File: config.mk
export PLATFORM = sky130hd
export DESIGN_NAME = bftr_addr_unit
export DESIGN_NICKNAME = d
export VERILOG_FILES = /design/src/design/bftr_pkg.sv /design/src/design/bftr_addr_unit.sv
export SDC_FILE = /design/constraint.sdc
export NUM_CORES = 1
export LEC_CHECK = 0
export BUFFER_PORTS_ARGS = -buffer_cell sky130_fd_sc_hd__buf_2
export CORE_MARGIN = 5
export CORE_UTILIZATION = 50
export CTS_CLUSTER_DIAMETER = 40
export CTS_CLUSTER_SIZE = 14
export DETAILED_ROUTE_END_ITERATION = 12
export GPL_TIMING_DRIVEN = 0
export HOLD_SLACK_MARGIN = 0.08
export PLACE_DENSITY = 0.72
export SLEW_MARGIN = 40
export SYNTH_ARGS = -nofsm -noshare
export SYNTH_HDL_FRONTEND = slang
export SYNTH_SLANG_ARGS = --single-unit
File: constraint.sdc
create_clock -name clk -period 5.3 [get_ports clk]
set_clock_uncertainty 0.1 [all_clocks]
set_input_delay 0.53 -clock clk [delete_from_list [all_inputs] [get_ports clk]]
set_output_delay 0.53 -clock clk [all_outputs]
set_load 0.03 [all_outputs]
File: src/design/bftr_pkg.sv
// bftr_pkg: shared types, constants and the 8x8 font table for the text renderer
// no dependencies
package bftr_pkg;

	localparam int unsigned COORD_WIDTH = 13;
	localparam int unsigned ADDR_WIDTH  = 24;
	localparam int unsigned COLOR_WIDTH = 32;
	localparam int unsigned GLYPH_COUNT = 128;

	localparam logic [7:0] CHAR_NEWLINE = 8'd10;
	localparam logic [7:0] CHAR_RETURN  = 8'd13;
	localparam logic [COORD_WIDTH-1:0] LINE_ADVANCE = COORD_WIDTH'(10);
	localparam logic [COORD_WIDTH-1:0] GLYPH_ADVANCE = COORD_WIDTH'(8);
	localparam logic [COORD_WIDTH-1:0] COORD_MAX = {COORD_WIDTH{1'b1}};

	localparam logic [0:0] REG_HORIZ_RES = 1'b0;
	localparam logic [0:0] REG_VERT_RES  = 1'b1;

	localparam logic [COORD_WIDTH-1:0] HORIZ_RES_RESET = COORD_WIDTH'(1280);
	localparam logic [COORD_WIDTH-1:0] VERT_RES_RESET  = COORD_WIDTH'(1080);

	typedef logic [COORD_WIDTH-1:0] coord_t;

	// saturating add of two coordinates
	function automatic coord_t sat_add(input coord_t a, input coord_t b);
		logic [COORD_WIDTH:0] s;
		s = {1'b0, a} + {1'b0, b};
		return s[COORD_WIDTH] ? COORD_MAX : s[COORD_WIDTH-1:0];
	endfunction

	// one glyph row of the font; bit 0 is the leftmost column
	function automatic logic [7:0] font_row(input logic [6:0] code, input logic [2:0] row);
		logic [63:0] g;
		case (code)
			7'd33:  g = 64'h0018_0018_183C_3C18;
			7'd34:  g = 64'h0000_0000_0000_3636;
			7'd35:  g = 64'h0036_367F_367F_3636;
			7'd36:  g = 64'h000C_1F30_1E03_3E0C;
			7'd37:  g = 64'h0063_660C_1833_6300;
			7'd38:  g = 64'h006E_333B_6E1C_361C;
			7'd39:  g = 64'h0000_0000_0003_0606;
			7'd40:  g = 64'h0018_0C06_0606_0C18;
			7'd41:  g = 64'h0006_0C18_1818_0C06;
			7'd42:  g = 64'h0000_663C_FF3C_6600;
			7'd43:  g = 64'h0000_0C0C_3F0C_0C00;
			7'd44:  g = 64'h060C_0C00_0000_0000;
			7'd45:  g = 64'h0000_0000_3F00_0000;
			7'd46:  g = 64'h000C_0C00_0000_0000;
			7'd47:  g = 64'h0001_0306_0C18_3060;
			7'd48:  g = 64'h003E_676F_7B73_633E;
			7'd49:  g = 64'h003F_0C0C_0C0C_0E0C;
			7'd50:  g = 64'h003F_3306_1C30_331E;
			7'd51:  g = 64'h001E_3330_1C30_331E;
			7'd52:  g = 64'h0078_307F_3336_3C38;
			7'd53:  g = 64'h001E_3330_301F_033F;
			7'd54:  g = 64'h001E_3333_1F03_061C;
			7'd55:  g = 64'h000C_0C0C_1830_333F;
			7'd56:  g = 64'h001E_3333_1E33_331E;
			7'd57:  g = 64'h000E_1830_3E33_331E;
			7'd58:  g = 64'h000C_0C00_000C_0C00;
			7'd59:  g = 64'h060C_0C00_000C_0C00;
			7'd60:  g = 64'h0018_0C06_0306_0C18;
			7'd61:  g = 64'h0000_3F00_003F_0000;
			7'd62:  g = 64'h0006_0C18_3018_0C06;
			7'd63:  g = 64'h000C_000C_1830_331E;
			7'd64:  g = 64'h001E_037B_7B7B_633E;
			7'd65:  g = 64'h0033_333F_3333_1E0C;
			7'd66:  g = 64'h003F_6666_3E66_663F;
			7'd67:  g = 64'h003C_6603_0303_663C;
			7'd68:  g = 64'h001F_3666_6666_361F;
			7'd69:  g = 64'h007F_4616_1E16_467F;
			7'd70:  g = 64'h000F_0616_1E16_467F;
			7'd71:  g = 64'h007C_6673_0303_663C;
			7'd72:  g = 64'h0033_3333_3F33_3333;
			7'd73:  g = 64'h001E_0C0C_0C0C_0C1E;
			7'd74:  g = 64'h001E_3333_3030_3078;
			7'd75:  g = 64'h0067_6636_1E36_6667;
			7'd76:  g = 64'h007F_6646_0606_060F;
			7'd77:  g = 64'h0063_636B_7F7F_7763;
			7'd78:  g = 64'h0063_6373_7B6F_6763;
			7'd79:  g = 64'h001C_3663_6363_361C;
			7'd80:  g = 64'h000F_0606_3E66_663F;
			7'd81:  g = 64'h0038_1E3B_3333_331E;
			7'd82:  g = 64'h0067_6636_3E66_663F;
			7'd83:  g = 64'h001E_3338_0E07_331E;
			7'd84:  g = 64'h001E_0C0C_0C0C_2D3F;
			7'd85:  g = 64'h003F_3333_3333_3333;
			7'd86:  g = 64'h000C_1E33_3333_3333;
			7'd87:  g = 64'h0063_777F_6B63_6363;
			7'd88:  g = 64'h0063_361C_1C36_6363;
			7'd89:  g = 64'h001E_0C0C_1E33_3333;
			7'd90:  g = 64'h007F_664C_1831_637F;
			7'd91:  g = 64'h001E_0606_0606_061E;
			7'd92:  g = 64'h0040_6030_180C_0603;
			7'd93:  g = 64'h001E_1818_1818_181E;
			7'd94:  g = 64'h0000_0000_6336_1C08;
			7'd95:  g = 64'hFF00_0000_0000_0000;
			7'd96:  g = 64'h0000_0000_0018_0C0C;
			7'd97:  g = 64'h006E_333E_301E_0000;
			7'd98:  g = 64'h003B_6666_3E06_0607;
			7'd99:  g = 64'h001E_3303_331E_0000;
			7'd100: g = 64'h006E_3333_3E30_3038;
			7'd101: g = 64'h001E_033F_331E_0000;
			7'd102: g = 64'h000F_0606_0F06_361C;
			7'd103: g = 64'h1F30_3E33_336E_0000;
			7'd104: g = 64'h0067_6666_6E36_0607;
			7'd105: g = 64'h001E_0C0C_0C0E_000C;
			7'd106: g = 64'h1E33_3330_3030_0030;
			7'd107: g = 64'h0067_361E_3666_0607;
			7'd108: g = 64'h001E_0C0C_0C0C_0C0E;
			7'd109: g = 64'h0063_6B7F_7F33_0000;
			7'd110: g = 64'h0033_3333_331F_0000;
			7'd111: g = 64'h001E_3333_331E_0000;
			7'd112: g = 64'h0F06_3E66_663B_0000;
			7'd113: g = 64'h7830_3E33_336E_0000;
			7'd114: g = 64'h000F_0666_6E3B_0000;
			7'd115: g = 64'h001F_301E_033E_0000;
			7'd116: g = 64'h0018_2C0C_0C3E_0C08;
			7'd117: g = 64'h006E_3333_3333_0000;
			7'd118: g = 64'h000C_1E33_3333_0000;
			7'd119: g = 64'h0036_7F7F_6B63_0000;
			7'd120: g = 64'h0063_361C_3663_0000;
			7'd121: g = 64'h1F30_3E33_3333_0000;
			7'd122: g = 64'h003F_260C_193F_0000;
			7'd123: g = 64'h0038_0C0C_070C_0C38;
			7'd124: g = 64'h0018_1818_0018_1818;
			7'd125: g = 64'h0007_0C0C_380C_0C07;
			7'd126: g = 64'h0000_0000_0000_3B6E;
			default: g = 64'h0;
		endcase
		return g[{row, 3'b000} +: 8];
	endfunction

endpackage

File: src/design/bftr_addr_unit.sv
// bftr_addr_unit: shared multiply-add that forms col + row * width, one result registered
// depends on bftr_pkg
module bftr_addr_unit (
	input  logic                         clk,
	input  logic                         en,
	input  bftr_pkg::coord_t             col,
	input  bftr_pkg::coord_t             row,
	input  bftr_pkg::coord_t             width,
	output logic [bftr_pkg::ADDR_WIDTH-1:0] addr_q
);
	logic [2*bftr_pkg::COORD_WIDTH-1:0] prod;

	// one 13x13 multiply and add per cycle while en is high
	always_comb begin
		prod = row * width;
	end

	// result holds while the sequencer waits
	always_ff @(posedge clk) begin
		if (en) begin
			addr_q <= bftr_pkg::ADDR_WIDTH'(prod + {{bftr_pkg::COORD_WIDTH{1'b0}}, col});
		end
	end
endmodule

==> results.sh <==
export IMPL_status="finished with violations"
export IMPL_violations="negative setup slack"
export IMPL_die_h_um=126
export IMPL_arrival_ns=5.42
export IMPL_yosys_top_cells_count="165 x inv_1, 129 x fa_1, 93 x and2_1, 84 x nand2_1, 79 x ha_1"
export IMPL_synth_seq_cells=24
export IMPL_finalCriticalPeriod_ns=5.51
export IMPL_cp_common_cell="fa_1"
export IMPL_rows=42
export IMPL_pin_count=65
export IMPL_yosys_warnings=0
export IMPL_critPathBufInv=6
export IMPL_fmax_mhz=181
export IMPL_slowest_delay_ns=0.50
export IMPL_largest_register="addr_q"
export IMPL_rsz0062_at_grt="true"
export IMPL_slew_viol_final=0
export IMPL_postRouteAntennaNets=0
export IMPL_area_growth_synth_to_final_pct=15.8
export IMPL_dpl_hpwl_um=12500
export IMPL_wl_per_cell_um=15.3
export IMPL_postRouteWirelength_um=14800
export IMPL_fin_area_um2=7780
export IMPL_vias=4929
export IMPL_slew_headroom_pct=62.4
export IMPL_cts_buffers=3
export IMPL_hp_class="in -> reg"
export IMPL_end_kind="flip-flop"
export IMPL_die_width_um=126
export IMPL_place_area_um2=7330
export IMPL_synthArstFlopShare_pct=0
export IMPL_cp_top_family="adder cells"
export IMPL_synth_flop_cell="edfxtp_1"
export IMPL_synth_most_common_cell="inv_1"
export IMPL_setup_viol=10
export IMPL_place_inst=955
export IMPL_syn_nets=964
export IMPL_track_usage_pct=18.9
export IMPL_drc_errors=0
export IMPL_drive_gt1_share_pct=19.3
export IMPL_stdcell_count=967
export IMPL_cts_hold_buf=0
export IMPL_nets=1042
export IMPL_synth_area_leaders="fa_1 38%, ha_1 15%, edfxtp_1 11%"
export IMPL_grt_pass1_vias=5298
export IMPL_port_buffers=64
export IMPL_gp_congestion=0.876
export IMPL_period_share_pct=104
export IMPL_crit_required_ns=5.21
export IMPL_clock_sinks=24
export IMPL_hold_viol=0
export IMPL_top_regs="addr_q x24"
export IMPL_path_cells="buf_2, buf_4, and2_1, fa_1, inv_1, fa_1, inv_1, fa_1, fa_1, fa_1, inv_1, fa_1, inv_1, ha_4, o21a_1, o21a_1, o21ba_2, o21a_1, o31ai_2, xnor2_1"
export IMPL_path_clk_slew_ns=0.06
export IMPL_largest_register_ffs=24
export IMPL_grt_first_pass_wirelength_um=24700
export IMPL_crit_fanout=10
export IMPL_drt_iter0_markers=179
export IMPL_synth_cells=715
export IMPL_syn_area_per_cell_um2=9.40
export IMPL_cts_root_buf="clkbuf_16"
export IMPL_cts_max_path_buffers=2
export IMPL_htreeDepth=1
export IMPL_worst_slack_ns=-0.210
export IMPL_cts_tree="done"
export IMPL_synth_edf_count=24
export IMPL_yosysUniqueCellTypes=35
export IMPL_crit_slowest_cell="fa_1"
export IMPL_initial_utilization_pct=50.9
export IMPL_synth_area_um2=6720
export IMPL_coreArea_um2=13200
export IMPL_dieArea_um2=15900
export IMPL_first_pass_iters=6
export IMPL_yosysSeqAreaShare_pct=10.7
export IMPL_start_kind="primary input"
export IMPL_grt_overflow=0
export IMPL_num_antenna_cells=0
export IMPL_worstMarginPinSlew_ns=0.564
export IMPL_drv_cap=0
export IMPL_yosys_area_top_type="fa_1"
export IMPL_grt_start_max_net_pins=25
export IMPL_netlist_area_leader_share_pct=38.4
export IMPL_path_class="in -> reg"
export IMPL_vias_per_cell=5.10
export IMPL_grt_antenna_before_repair=0
## metal layers
layer	vias to the layer above	part of all wire, %	track usage [%]
met2	97	54	34.6
met1	2492	40	23.9
met5	-	0	0
li1	2314	-	-
met4	0	2.4	4.23
met3	26	3.6	2.46
## final timing paths
check / slack (ns) / startpoint / cells past startpoint / end
setup / recovery: -0.21 / row[7] / 20 / addr_q[22]
hold / removal: 0.48 / col[0] / 2 / addr_q[0]
## per-stage QoR
stage	hold slack, ns	utilization [%]	setup TNS, ns	worst slack, ns
after CTS	0.479	57.6	-2.59	-0.299
after detailed placement	0.742	55.5	-9.19	-0.819
after global placement	0.738	55.5	-8.78	-0.809
final	0.476	59.0	-1.07	-0.210
after global routing	0.489	59.0	-3.46	-0.395
after floorplan	0.542	-	-1.28	-0.219
## layout make-up
type                       count  area (um^2)
fill                        1167         5410
sequential                    24          721
inverter                     165          619
tap                          176          220
buffer                        24          184
clock buffer                   3         75.1
timing repair buffer          77          442
multi-input combinational    498         5520
## cell usage in the layout (no fill, tap or decap), types with 5 or more instances in the layout
master,n
fa_1,128
a21o_1,9
and2_1,90
inv_1,160
buf_2,64
o21a_1,5
nand2_1,83
buf_6,8
buf_4,14
edfxtp_1,24
xor2_1,5
a21oi_1,9
ha_1,71
xnor2_1,20
a21oi_2,6
ha_4,6
inv_2,5
clkbuf_2,8
## cell families (layout without fill, tap and decap cells)
family,after synthesis,after routing,share of synthesized area (%)
fa+ha+maj,208,208,53.1
xor+xnor,26,26,3.39
compound gates,61,61,6.52
flops,24,24,10.7
simple gates,203,203,15.4
buf+inv,193,269,10.8
## timing repair
item	CTS	global route
setup endpoints to repair	14	15
pin swaps	19	30
resized for setup	38	67
buffers inserted	10	4
Power is not shown: default switching activity piles up to over one toggle a cycle in this logic, so the estimate is an artifact.
